<file path="src/hw/rtl/byte_stuffing_frame_encoder_assert.svh">
// Assertion macros shared by the encoder RTL.
`ifndef BYTE_STUFFING_FRAME_ENCODER_ASSERT_SVH
`define BYTE_STUFFING_FRAME_ENCODER_ASSERT_SVH

// Same-cycle implication, sampled on clk, off during reset.
`define BSFE_CHECK(lbl, ante, cons, msg) \
    lbl: assert property (@(posedge clk) disable iff (!rst_n) (ante) |-> (cons)) \
        else $error(msg);

// Next-cycle implication, sampled on clk, off during reset.
`define BSFE_CHECK_NEXT(lbl, ante, cons, msg) \
    lbl: assert property (@(posedge clk) disable iff (!rst_n) (ante) |=> (cons)) \
        else $error(msg);

`endif

</file>
<file path="src/hw/rtl/bsfe_pkg.sv">
`timescale 1ns / 1ps
package bsfe_pkg;

    localparam int FifoDepth = 4;

    // config register indexes
    localparam logic [1:0] REG_HEADER = 2'd0;
    localparam logic [1:0] REG_ESCAPE = 2'd1;
    localparam logic [1:0] REG_TAIL   = 2'd2;

    // emission phases of one command, in link order
    localparam logic [2:0] PH_H1 = 3'd0;
    localparam logic [2:0] PH_H2 = 3'd1;
    localparam logic [2:0] PH_EB = 3'd2;
    localparam logic [2:0] PH_B  = 3'd3;
    localparam logic [2:0] PH_ES = 3'd4;
    localparam logic [2:0] PH_S  = 3'd5;
    localparam logic [2:0] PH_T1 = 3'd6;
    localparam logic [2:0] PH_T2 = 3'd7;
    localparam int PhCount = 8;

    typedef struct packed {
        logic [7:0] header;
        logic [7:0] escape;
        logic [7:0] tail;
    } marks_t;

    // one classified input beat
    typedef struct packed {
        logic [7:0] data;
        logic       data_esc;
        logic       first;
        logic       last;
        logic [7:0] sum;
        logic       sum_esc;
    } cmd_t;

    typedef struct packed {
        logic       done;
        logic [2:0] ph;
    } step_t;

    function automatic logic is_mark(logic [7:0] b, marks_t m);
        return (b == m.header) || (b == m.escape) || (b == m.tail);
    endfunction

    function automatic logic phase_en(cmd_t c, logic [2:0] p);
        logic en;
        case (p)
            PH_H1, PH_H2:        en = c.first;
            PH_EB:               en = c.data_esc;
            PH_B:                en = 1'b1;
            PH_ES:               en = c.last & c.sum_esc;
            PH_S, PH_T1, PH_T2:  en = c.last;
            default:             en = 1'b0;
        endcase
        return en;
    endfunction

    // next enabled phase after p; done when none is left
    function automatic step_t next_phase(cmd_t c, logic [2:0] p);
        step_t s;
        s.done = 1'b1;
        s.ph   = p;
        for (int i = PhCount - 1; i >= 1; i--) begin
            if ((3'(i) > p) && phase_en(c, 3'(i)))
            begin
                s.done = 1'b0;
                s.ph   = 3'(i);
            end
        end
        return s;
    endfunction

endpackage

</file>
<file path="src/hw/rtl/bsfe_front.sv">
`timescale 1ns / 1ps
module bsfe_front (
    input  logic           clk,
    input  logic           rst_n,
    input  bsfe_pkg::marks_t marks,
    input  logic           in_valid,
    input  logic [7:0]     in_data,
    input  logic           in_first,
    input  logic           in_last,
    input  logic           q_full,
    output logic           in_ready,
    output logic           push,
    output bsfe_pkg::cmd_t cmd
);
    import bsfe_pkg::*;

    logic [7:0] sum_reg, sum_next;
    logic [7:0] sum_new;

    assign in_ready = ~q_full;
    assign push     = in_valid & in_ready;

    // a first byte restarts the checksum
    assign sum_new = (in_first ? 8'd0 : sum_reg) + in_data;

    always_comb
    begin
        cmd.data     = in_data;
        cmd.data_esc = is_mark(in_data, marks);
        cmd.first    = in_first;
        cmd.last     = in_last;
        cmd.sum      = sum_new;
        cmd.sum_esc  = is_mark(sum_new, marks);
    end

    always_comb
    begin
        sum_next = sum_reg;
        if (push)
        begin
            sum_next = in_last ? 8'd0 : sum_new;
        end
    end

    always_ff @(posedge clk or negedge rst_n)
    begin
        if (!rst_n)
        begin
            sum_reg <= 8'd0;
        end
        else
        begin
            sum_reg <= sum_next;
        end
    end

endmodule

</file>
<file path="src/hw/rtl/bsfe_fifo.sv">
`timescale 1ns / 1ps
`include "byte_stuffing_frame_encoder_assert.svh"
module bsfe_fifo #(
    parameter int DEPTH = bsfe_pkg::FifoDepth
) (
    input  logic           clk,
    input  logic           rst_n,
    input  logic           push,
    input  bsfe_pkg::cmd_t wr_cmd,
    input  logic           pop,
    output bsfe_pkg::cmd_t rd_cmd,
    output logic           full,
    output logic           empty
);
    import bsfe_pkg::*;

    localparam int AW = (DEPTH > 1) ? $clog2(DEPTH) : 1;
    localparam int CW = $clog2(DEPTH + 1);

    cmd_t          mem [DEPTH];
    logic [AW-1:0] wr_ptr_reg, wr_ptr_next;
    logic [AW-1:0] rd_ptr_reg, rd_ptr_next;
    logic [CW-1:0] count_reg, count_next;

    assign full   = (count_reg == CW'(DEPTH));
    assign empty  = (count_reg == '0);
    assign rd_cmd = mem[rd_ptr_reg];

    function automatic logic [AW-1:0] wrap_inc(logic [AW-1:0] p);
        return (p == AW'(DEPTH - 1)) ? '0 : p + 1'b1;
    endfunction

    always_comb
    begin
        wr_ptr_next = push ? wrap_inc(wr_ptr_reg) : wr_ptr_reg;
        rd_ptr_next = pop ? wrap_inc(rd_ptr_reg) : rd_ptr_reg;
        count_next  = count_reg;
        if (push && !pop)
        begin
            count_next = count_reg + 1'b1;
        end
        else if (pop && !push)
        begin
            count_next = count_reg - 1'b1;
        end
    end

    always_ff @(posedge clk)
    begin
        if (push)
        begin
            mem[wr_ptr_reg] <= wr_cmd;
        end
    end

    always_ff @(posedge clk or negedge rst_n)
    begin
        if (!rst_n)
        begin
            wr_ptr_reg <= '0;
            rd_ptr_reg <= '0;
            count_reg  <= '0;
        end
        else
        begin
            wr_ptr_reg <= wr_ptr_next;
            rd_ptr_reg <= rd_ptr_next;
            count_reg  <= count_next;
        end
    end

    `BSFE_CHECK(a_no_overflow, push, !full, "fifo push while full")
    `BSFE_CHECK(a_no_underflow, pop, !empty, "fifo pop while empty")

endmodule

</file>
<file path="src/hw/rtl/bsfe_back.sv">
`timescale 1ns / 1ps
`include "byte_stuffing_frame_encoder_assert.svh"
module bsfe_back (
    input  logic             clk,
    input  logic             rst_n,
    input  bsfe_pkg::marks_t marks,
    input  bsfe_pkg::cmd_t   head,
    input  logic             q_empty,
    output logic             pop,
    output logic             out_valid,
    input  logic             out_ready,
    output logic [7:0]       out_byte,
    output logic             out_run_last,
    output logic             out_frame_end
);
    import bsfe_pkg::*;

    cmd_t       cur_reg, cur_next;
    logic       have_reg, have_next;
    logic [2:0] phase_reg, phase_next;
    logic       valid_reg, valid_next;
    logic [7:0] byte_reg, byte_next;
    logic       run_last_reg, run_last_next;
    logic       frame_end_reg, frame_end_next;

    cmd_t       src;
    logic [2:0] start_ph;
    logic [2:0] cur_ph;
    step_t      step;
    logic       can_load;
    logic       fire;
    logic [7:0] ph_byte;

    assign src      = have_reg ? cur_reg : head;
    assign start_ph = head.first ? PH_H1 : (head.data_esc ? PH_EB : PH_B);
    assign cur_ph   = have_reg ? phase_reg : start_ph;
    assign step     = next_phase(src, cur_ph);
    assign can_load = ~valid_reg | out_ready;
    assign fire     = can_load & (have_reg | ~q_empty);
    // head leaves the queue as soon as its first byte goes out
    assign pop      = fire & ~have_reg;

    always_comb
    begin
        case (cur_ph)
            PH_H1, PH_H2: ph_byte = marks.header;
            PH_EB, PH_ES: ph_byte = marks.escape;
            PH_B:         ph_byte = src.data;
            PH_S:         ph_byte = src.sum;
            PH_T1, PH_T2: ph_byte = marks.tail;
            default:      ph_byte = src.data;
        endcase
    end

    always_comb
    begin
        cur_next       = cur_reg;
        have_next      = have_reg;
        phase_next     = phase_reg;
        valid_next     = valid_reg & ~out_ready;
        byte_next      = byte_reg;
        run_last_next  = run_last_reg;
        frame_end_next = frame_end_reg;
        if (fire)
        begin
            valid_next     = 1'b1;
            byte_next      = ph_byte;
            run_last_next  = step.done;
            frame_end_next = (cur_ph == PH_T2);
            have_next      = ~step.done;
            cur_next       = src;
            phase_next     = step.ph;
        end
    end

    always_ff @(posedge clk)
    begin
        cur_reg       <= cur_next;
        byte_reg      <= byte_next;
        run_last_reg  <= run_last_next;
        frame_end_reg <= frame_end_next;
    end

    always_ff @(posedge clk or negedge rst_n)
    begin
        if (!rst_n)
        begin
            have_reg  <= 1'b0;
            phase_reg <= PH_B;
            valid_reg <= 1'b0;
        end
        else
        begin
            have_reg  <= have_next;
            phase_reg <= phase_next;
            valid_reg <= valid_next;
        end
    end

    assign out_valid     = valid_reg;
    assign out_byte      = byte_reg;
    assign out_run_last  = run_last_reg;
    assign out_frame_end = frame_end_reg;

    `BSFE_CHECK(a_end_is_run_last, valid_reg && frame_end_reg, run_last_reg,
        "frame end without run end")
    `BSFE_CHECK(a_held_not_h1, have_reg, phase_reg != PH_H1,
        "held command parked on first header")
    `BSFE_CHECK_NEXT(a_pop_loads_valid, pop, valid_reg,
        "popped command emitted no beat")

endmodule

</file>
<file path="src/hw/rtl/byte_stuffing_frame_encoder.sv">
`timescale 1ns / 1ps
// Channel   Dir  Beat contents
// s_axis    in   tdata[7:0] data_byte, tuser first_byte, tlast last_byte
// m_axis    out  tdata[7:0] out_byte, tuser frame_end, tlast run_last
// cfg       in   cfg_index selects header/escape/tail mark, cfg_data value
//
// The back end sends one link byte per cycle unless stalled; a middle byte
// gives 1 or 2 bytes, a first up to 4, a last up to 6, a one-byte frame up to 8.
// The front end takes one beat per cycle while the command queue has room.
// The output register lets a new beat load in the same cycle the old one leaves.
// Reset (rst_n low, asynchronous) clears checksum, queue and output; marks reload.
module byte_stuffing_frame_encoder #(
    parameter int FIFO_DEPTH = bsfe_pkg::FifoDepth
) (
    input  logic       clk,
    input  logic       rst_n,
    input  logic       s_tvalid,
    output logic       s_tready,
    input  logic [7:0] s_tdata,   // [7:0] data_byte
    input  logic       s_tuser,   // first_byte
    input  logic       s_tlast,   // last_byte
    output logic       m_tvalid,
    input  logic       m_tready,
    output logic [7:0] m_tdata,   // [7:0] out_byte
    output logic       m_tuser,   // frame_end
    output logic       m_tlast,   // run_last
    input  logic       cfg_wr_en,
    input  logic [1:0] cfg_index,
    input  logic [7:0] cfg_data
);
    import bsfe_pkg::*;

    marks_t marks_reg, marks_next;
    cmd_t   push_cmd;
    cmd_t   head_cmd;
    logic   push, pop, q_full, q_empty;

    always_comb
    begin
        marks_next = marks_reg;
        if (cfg_wr_en)
        begin
            case (cfg_index)
                REG_HEADER: marks_next.header = cfg_data;
                REG_ESCAPE: marks_next.escape = cfg_data;
                REG_TAIL:   marks_next.tail   = cfg_data;
                default:    marks_next = marks_reg;
            endcase
        end
    end

    always_ff @(posedge clk or negedge rst_n)
    begin
        if (!rst_n)
        begin
            marks_reg.header <= 8'd170;
            marks_reg.escape <= 8'd165;
            marks_reg.tail   <= 8'd85;
        end
        else
        begin
            marks_reg <= marks_next;
        end
    end

    bsfe_front u_front (
        .clk      (clk),
        .rst_n    (rst_n),
        .marks    (marks_reg),
        .in_valid (s_tvalid),
        .in_data  (s_tdata),
        .in_first (s_tuser),
        .in_last  (s_tlast),
        .q_full   (q_full),
        .in_ready (s_tready),
        .push     (push),
        .cmd      (push_cmd)
    );

    bsfe_fifo #(
        .DEPTH (FIFO_DEPTH)
    ) u_fifo (
        .clk    (clk),
        .rst_n  (rst_n),
        .push   (push),
        .wr_cmd (push_cmd),
        .pop    (pop),
        .rd_cmd (head_cmd),
        .full   (q_full),
        .empty  (q_empty)
    );

    bsfe_back u_back (
        .clk           (clk),
        .rst_n         (rst_n),
        .marks         (marks_reg),
        .head          (head_cmd),
        .q_empty       (q_empty),
        .pop           (pop),
        .out_valid     (m_tvalid),
        .out_ready     (m_tready),
        .out_byte      (m_tdata),
        .out_run_last  (m_tlast),
        .out_frame_end (m_tuser)
    );

endmodule

</file>
<file path="config.mk">
export PLATFORM = sky130hd
export DESIGN_NAME = byte_stuffing_frame_encoder
export DESIGN_NICKNAME = d
export VERILOG_FILES = /design/src/hw/rtl/bsfe_pkg.sv /design/src/hw/rtl/bsfe_front.sv /design/src/hw/rtl/bsfe_fifo.sv /design/src/hw/rtl/bsfe_back.sv /design/src/hw/rtl/byte_stuffing_frame_encoder.sv
export VERILOG_INCLUDE_DIRS = /design/src /design/src/hw/rtl
export SDC_FILE = /design/constraint.sdc
export NUM_CORES = 1
export LEC_CHECK = 0
export BUFFER_PORTS_ARGS = -buffer_cell sky130_fd_sc_hd__buf_4
export CAP_MARGIN = 20
export CORE_MARGIN = 10
export CORE_UTILIZATION = 30
export DETAILED_ROUTE_END_ITERATION = 16
export GPL_TIMING_DRIVEN = 0
export MAX_ROUTING_LAYER = met4
export PLACE_DENSITY = 0.49
export SLEW_MARGIN = 5
export SYNTH_ARGS = -nofsm -noshare
export SYNTH_HDL_FRONTEND = slang
export SYNTH_SLANG_ARGS = --single-unit
</file>
<file path="constraint.sdc">
create_clock -name clk -period 5.1 [get_ports clk]
set_input_delay 0.255 -clock clk [delete_from_list [all_inputs] [get_ports clk]]
set_output_delay 0.255 -clock clk [all_outputs]
set_load 0.1 [all_outputs]
</file>
==> results.cfg, run 1 <==
[timing]
finalHoldViolations = 0
fmax_mhz = 253.5
finalSetupViolations = 0
tightest_slew_ns = 1.160
grt_setup_unrepaired = false
finalCritPeriodShare = 0.7736
min_period_ns = 3.945
worst_clock_skew_ns = 0.01243
setup_ws_ns = 1.155
slew_viol_final = 0
relSlewSlack = 0.2249

[global_routing]
grt_pass1_wl_um = 29290
antenna_found_initial = 0
overflow = 0
grt_start_max_net_pins = 45
grt_pass1_vias = 4846
track_usage = 0.1274

[final_layout]
syn_to_final_growth_pct = 19.83
largest_reg_flops = 80
num_antenna_cells = 0
nets = 652
final_layout_size_suffix_gt1_frac = 0.2464
post-route-util = 0.3656

[clocking]
post_cts_buffers = 0
htree_levels = 4
cts_tree = yes
clockRootBuffer = clkbuf_16
path_clk_slew_ns = 0.07
clock_sinks = 154
clock_path_buffers = 2
worst_skew_pair.late_latency_ns = 0.42
cts_buffers = 17

[route]
avgViaCountPerCell = 5.033
drt_iter0_markers = 569
drcViolationCount = 0
wl_per_cell_um = 20.07
firstDrtPassIters = 5
wl_um = 19050
detail-route-antenna-nets = 0
vias = 4776

[yosys]
synth_most_common_cell = edfxtp_1
synth_top_area_share = 0.4451
synth_edf_count = 110
synth_cell_types = 64
ys_async_sr_fraction = 0.2857
netlist.top_cell.by_area = edfxtp_1
yosysSeqAreaShare = 0.5959
ys_warn_count = 0
ys_seq_elements = 154
syn-num-nets = 589
syn_area_sq_um = 7421
synth.area.top_cells = edfxtp_1, dfrtp_1, mux4_2, dfstp_2, mux2_2
ys_top_cells_by_count = edfxtp_1, nand2_1, xnor2_1
synth_ff_type = edfxtp_1
synthCells = 549
syn_area_per_cell_sq_um = 13.52

[power]
vdd_drop_max_uv = 267.8
p_leak_nw = 3.310
power_density_nw_per_um2 = 629.4

[floorplan]
die_h_um = 177.3
start_util = 0.3051
rows = 57
ios = 37
die_x_um = 177.3
dieArea_sq_um = 31430
core_area_sq_um = 24320

[setup_path]
criticalPathCategory = reg2reg
path_max_fanout = 6
worst_setup_path_end_kind = flop
required_ns = 5.19
startpoint_type = flop
cp.arrival_ns = 4.04
ff2ff_setup_slack_ns = 1.15

[worst_hold_path]
min_path_type = in2reg

[placement]
port_buffers = 36
gp_congestion = 0.9199
pre_cts_ws_ns = 1.131
dp_hpwl_um = 13740

[outcome]
status = finished, final reports clean

[flow_run]
max_cap_violations = 0
logic make-up (layout without fill, tap and decap cells):
group,after synthesis,after routing,synth area share
AO/OA/AOI/OAI,83,83,0.08329
multiplexers,48,48,0.1030
buffers and inverters,40,116,0.02360
adder cells (fa/ha/maj),15,15,0.02731
AND/OR/NAND/NOR,155,155,0.09846
flip-flops,154,154,0.5959
XOR/XNOR,54,54,0.06845
layout make-up:
cell class,count,area [sq um]
plain buffers,17,88.84
clock buffers,17,425.4
clock inverters,15,206.4
fillers,2308,15430
inverters,23,86.33
multi-input cells,355,2835
flip-flops and latches,154,4422
well taps,324,405.4
repair buffers,44,422.9
critical path, stage by stage (launching register included):
cell,delay [ns]
dfrtp_1,0.34
nor2b_1,0.13
ha_1,0.17
inv_1,0.05
fa_1,0.45
or2b_2,0.36
a21oi_1,0.29
a21o_1,0.21
a21oi_1,0.09
xnor2_1,0.54
xor2_1,0.13
o41ai_1,0.86
timing repair:
action | in CTS | in global routing
resized for setup | 0 | 0
endpoints found under the hold margin | 30 | 0
hold buffers | 1 | 0
power by group:
part / leakage [nW] / internal, mW / total, mW / switching [mW]
clock network: 0.300 / 0.791 / 1.34 / 0.549
registers: 1.54 / 1.85 / 2.07 / 0.224
logic: 1.47 / 0.805 / 2.18 / 1.38
total: 3.31 / 3.45 / 5.60 / 2.15
metrics by stage:
step           cells  area [sq um]  hold WS [ns]  TNS [ns]  power (mW)
5_1_grt          949          8892       0.06391         0       5.907
6_report         949          8892       0.08112         0       5.597
2_1_floorplan    549          7421      -0.04059         0       3.582
3_3_place_gp     909          8097        0.2879  -0.01391       4.171
3_5_place_dp     916          8250        0.2985         0       4.291
4_1_cts          949          8892       0.06917         0       5.645
path summary, 6_finish.rpt:
path / cells after the start / end / startpoint
setup / recovery: 11 / u_fifo.mem[1][0]$_DFFE_PP_ / u_front.sum_reg[0]$_DFFE_PN0P_
hold / removal: 2 / marks_reg[7]$_DFFE_PN0P_ / cfg_data[7]
setup reg to reg: 11 / u_fifo.mem[1][0]$_DFFE_PP_ / u_front.sum_reg[0]$_DFFE_PN0P_
hold reg to reg: 2 / u_front.sum_reg[0]$_DFFE_PN0P_ / u_front.sum_reg[0]$_DFFE_PN0P_
max in group asynchronous: 2 / marks_reg[5]$_DFFE_PN0P_ / rst_n
min in group asynchronous: 2 / u_back.have_reg$_DFFE_PN0N_ / rst_n
layout by cell type (no fill, tap or decap), types with 8 or more instances in the layout:
cell type	n
a21oi_1	9
a222oi_1	8
and2_1	10
buf_4	38
clkbuf_16	17
dfrtp_1	30
dfstp_2	14
edfxtp_1	110
ha_1	13
inv_1	22
mux2_2	27
mux4_2	20
nand2_1	78
nor2_1	18
o211ai_1	9
o21ai_0	16
xnor2_1	32
xor2_1	19
layer usage:
| layer | share of wire | up-vias | GRT usage |
|---|---|---|---|
| met4 | 0.011 | 0 | 0.03022 |
| li1 | - | 2180 | - |
| met2 | 0.49 | 143 | 0.2042 |
| met5 | 0 | - | - |
| met3 | 0.045 | 14 | 0.02603 |
| met1 | 0.46 | 2439 | 0.1626 |
Power figures use the tool's default switching activity.
==> inputs of run 2 (changes only) <==
- clock period: 5.1 -> 3.94 ns (I/O delays scaled with it)
==> results.cfg, run 2 <==
[yosys]
ys_async_sr_fraction = 0.2857
yosysSeqAreaShare = 0.5959
ys_top_cells_by_count = edfxtp_1, nand2_1, xnor2_1
synth_edf_count = 110
synth_cell_types = 64
synth.area.top_cells = edfxtp_1, dfrtp_1, mux4_2, dfstp_2, mux2_2
ys_seq_elements = 154
synth_most_common_cell = edfxtp_1
netlist.top_cell.by_area = edfxtp_1
ys_warn_count = 0
synth_ff_type = edfxtp_1
synth_top_area_share = 0.4451
synthCells = 549
syn_area_sq_um = 7421
syn-num-nets = 589
syn_area_per_cell_sq_um = 13.52

[placement]
gp_congestion = 0.8931
dp_hpwl_um = 14120
port_buffers = 36
place_inst = 916
dpl_cell_area_sq_um = 8210

[clocking]
htree_levels = 4
cts_buffers = 17
clock_path_buffers = 2
clockRootBuffer = clkbuf_16
post_cts_buffers = 0
clock_sinks = 154

[floorplan]
die_x_um = 177.3
rows = 57
start_util = 0.3051
die_h_um = 177.3
ios = 37

[timing]
crit_endpoint = u_fifo.mem[1][0]$_DFFE_PP_/D
endpoint_type = register data pin

[outcome]
error = [ERROR DRT-0255] Maze Route cannot find path of net clk in worker of routeBox ( 144900 0 ) ( 177275 48300 ).
status = aborted with a tool error
failing_step = 5_2_route

[global_routing]
overflow = 0
track_usage = 0.1300
grt_pass1_wl_um = 30020
grt_start_max_net_pins = 45
grt_pass1_vias = 4962
antenna_found_initial = 0
[run 2: cell counts after synthesis]
No cell type changed its count.
[run 2: routing by layer]
metal	GRT usage
met3	0.02774
met5	-
met1	0.1679
met4	0.03057
met2	0.2053
[run 2: stage by stage]
step	setup slack, ns	hold WS [ns]	util
2_1_floorplan	0.6374	-0.09859	-
4_1_cts	0.05328	0.01027	0.3620
3_5_place_dp	-0.2406	0.2402	0.3376
5_1_grt	0.06304	0.01547	0.3629
3_3_place_gp	-0.1486	0.2262	0.3331
[run 2: repair_timing]
action,in CTS,in global routing
hold endpoints to repair,30,0
hold buffers,1,0
setup endpoints to repair,4,4
gates resized for setup,1,1
[run 2: kinds of logic after synthesis]
| logic type | after synthesis | share of synthesized area |
|---|---|---|
| and+or+nand+nor | 155 | 0.09846 |
| DFF | 154 | 0.5959 |
| AOI/OAI and AO/OA | 83 | 0.08329 |
| xor gates and xnor gates | 54 | 0.06845 |
| muxes | 48 | 0.1030 |
| buffers and inverters | 40 | 0.02360 |
| adders and majority gates | 15 | 0.02731 |
==> inputs of run 3 (changes only) <==
- CORE_UTILIZATION: 30 -> 20
- MAX_ROUTING_LAYER: met4 -> unset
- PLACE_DENSITY: 0.49 -> unset
- PLACE_DENSITY_LB_ADDON: unset -> 0.15
==> results.cfg, run 3 (synthesis gave the netlist of run 1 again) <==
[power]
swShare = 0.3925
p_leak_nw = 3.334
power_frac_seq = 0.373
clock_power_share = 0.233
p_comb_frac = 0.394
p_switching_mw = 2.850
vdd_drop_max_uv = 248.6
internal_power_mw = 4.410
power_density_nw_per_um2 = 797.4

[floorplan]
core_area_sq_um = 36610
ios = 37
rows = 70
die_h_um = 212.6
start_util = 0.2027
die_x_um = 212.6
dieArea_sq_um = 45210

[setup_path]
ff2ff_setup_slack_ns = 0.19
rr_worst_depth = 11
cp.arrival_ns = 3.89
required_ns = 4.09
criticalPathCategory = reg2reg
r2r_start = u_front.sum_reg[0]$_DFFE_PN0P_
startpoint_type = flop
path_max_fanout = 6
worst_setup_path_end_kind = flop
reg2reg_to = u_fifo.mem[2][0]$_DFFE_PP_

[worst_hold_path]
min_path_type = in2reg
hold_end = marks_reg[2]$_DFFE_PN1P_
hold_depth = 2
hold_start = cfg_data[2]

[clocking]
htree_levels = 4
clock_path_buffers = 2
clockRootBuffer = clkbuf_16
cts_tree = yes
worst_skew_pair.late_latency_ns = 0.43
cts_buffers = 17
path_clk_slew_ns = 0.07
post_cts_buffers = 0
clock_sinks = 154

[placement]
dp_hpwl_um = 15580
gp_congestion = 0.8555
port_buffers = 36
place_inst = 1059
dpl_cell_area_sq_um = 8436

[route]
drt_iter0_markers = 332
detail-route-antenna-nets = 0
vias = 4713
firstDrtPassIters = 6
drcViolationCount = 0
avgViaCountPerCell = 4.296
wl_um = 21070
wl_per_cell_um = 19.20

[final_layout]
syn_to_final_growth_pct = 22.69
final_layout_size_suffix_gt1_frac = 0.2496
largest_reg_flops = 80
num_antenna_cells = 0
mostFrequentLayoutCells = edfxtp_1, nand2_1, buf_4
post-route-util = 0.2487
nets = 656
final_area_sq_um = 9105
stdcell_count = 1097
final_common_cell = edfxtp_1

[timing]
grt_setup_unrepaired = false
finalSetupViolations = 0
tightest_slew_ns = 0.9965
worst_clock_skew_ns = 0.009709
min_period_ns = 3.747
slew_viol_final = 0
finalCritPeriodShare = 0.9511
finalHoldViolations = 0
relSlewSlack = 0.3326
fmax_mhz = 266.9

[global_routing]
grt_pass1_vias = 5017
track_usage = 0.09600
grt_pass1_wl_um = 31810
grt_start_max_net_pins = 45
overflow = 0
antenna_found_initial = 0

[outcome]
status = finished, final reports clean

[flow_run]
max_cap_violations = 0
run 3: critical path: stages, from the launching register on:
cell     delay, ns
dfrtp_1       0.35
nor2b_1       0.14
ha_1          0.17
inv_1         0.05
fa_1          0.45
or2b_2        0.37
a21oi_1       0.28
a21o_1        0.21
a21oi_1       0.10
xnor2_1       0.54
xor2_1        0.16
o41ai_2       0.65
run 3: worst max-delay path by stage:
stage	startpoint	end	depth (start not counted)
floorplan	u_back.out_valid$_DFF_PN0_	u_fifo.count_reg[1]$_DFFE_PN0P_	6
global placement	s_tuser	u_fifo.mem[0][0]$_DFFE_PP_	12
detailed placement	s_tuser	u_fifo.mem[1][0]$_DFFE_PP_	12
CTS	u_front.sum_reg[0]$_DFFE_PN0P_	u_fifo.mem[2][0]$_DFFE_PP_	11
global route	u_front.sum_reg[0]$_DFFE_PN0P_	u_fifo.mem[1][0]$_DFFE_PP_	11
finish	u_front.sum_reg[0]$_DFFE_PN0P_	u_fifo.mem[2][0]$_DFFE_PP_	11
run 3: power by group through the flow:
stage | Clock (mW) | Sequential [mW] | Combinational [mW]
2_1_floorplan | 0 | 2.98 | 1.65
3_3_place_gp | 0 | 2.74 | 2.77
3_5_place_dp | 0 | 2.75 | 2.89
4_1_cts | 1.74 | 2.72 | 2.91
5_1_grt | 1.80 | 2.75 | 3.16
6_report | 1.69 | 2.71 | 2.86
run 3: area by class of cell:
| type | instances | area [sq um] |
|---|---|---|
| Inverter | 23 | 86.33 |
| Tap cell | 468 | 585.6 |
| Clock inverter | 15 | 178.9 |
| Buffer | 17 | 88.84 |
| Multi-Input combinational cell | 355 | 2853 |
| Sequential cell | 154 | 4422 |
| Clock buffer | 17 | 425.4 |
| Fill cell | 3853 | 27510 |
| Timing Repair Buffer | 48 | 465.4 |
run 3: metrics by stage:
step | hold WS (ns) | power, mW | setup slack (ns) | setup TNS (ns)
6_report | 0.02302 | 7.260 | 0.1928 | 0
2_1_floorplan | -0.09859 | 4.636 | 0.6374 | 0
5_1_grt | 0.01202 | 7.712 | 0.004075 | 0
4_1_cts | 0.0009776 | 7.362 | 0.2314 | 0
3_5_place_dp | 0.2507 | 5.635 | -0.001799 | -0.007066
3_3_place_gp | 0.2370 | 5.506 | -0.03311 | -0.1499
run 3: layer usage:
| metal | part of all wire | wire, um | track usage | vias up |
|---|---|---|---|---|
| li1 | - | - | - | 2192 |
| met5 | 0 | 0 | 0 | - |
| met1 | 0.46 | 9746 | 0.1220 | 2387 |
| met4 | 0.021 | 450 | 0.03447 | 0 |
| met3 | 0.039 | 826 | 0.02400 | 26 |
| met2 | 0.48 | 10040 | 0.1546 | 108 |
run 3: timing repair:
action / in CTS / in global routing
endpoints found under the setup margin: 4 / 0
resized for setup: 1 / 0
hold endpoints to repair: 40 / 0
hold buffers: 5 / 0
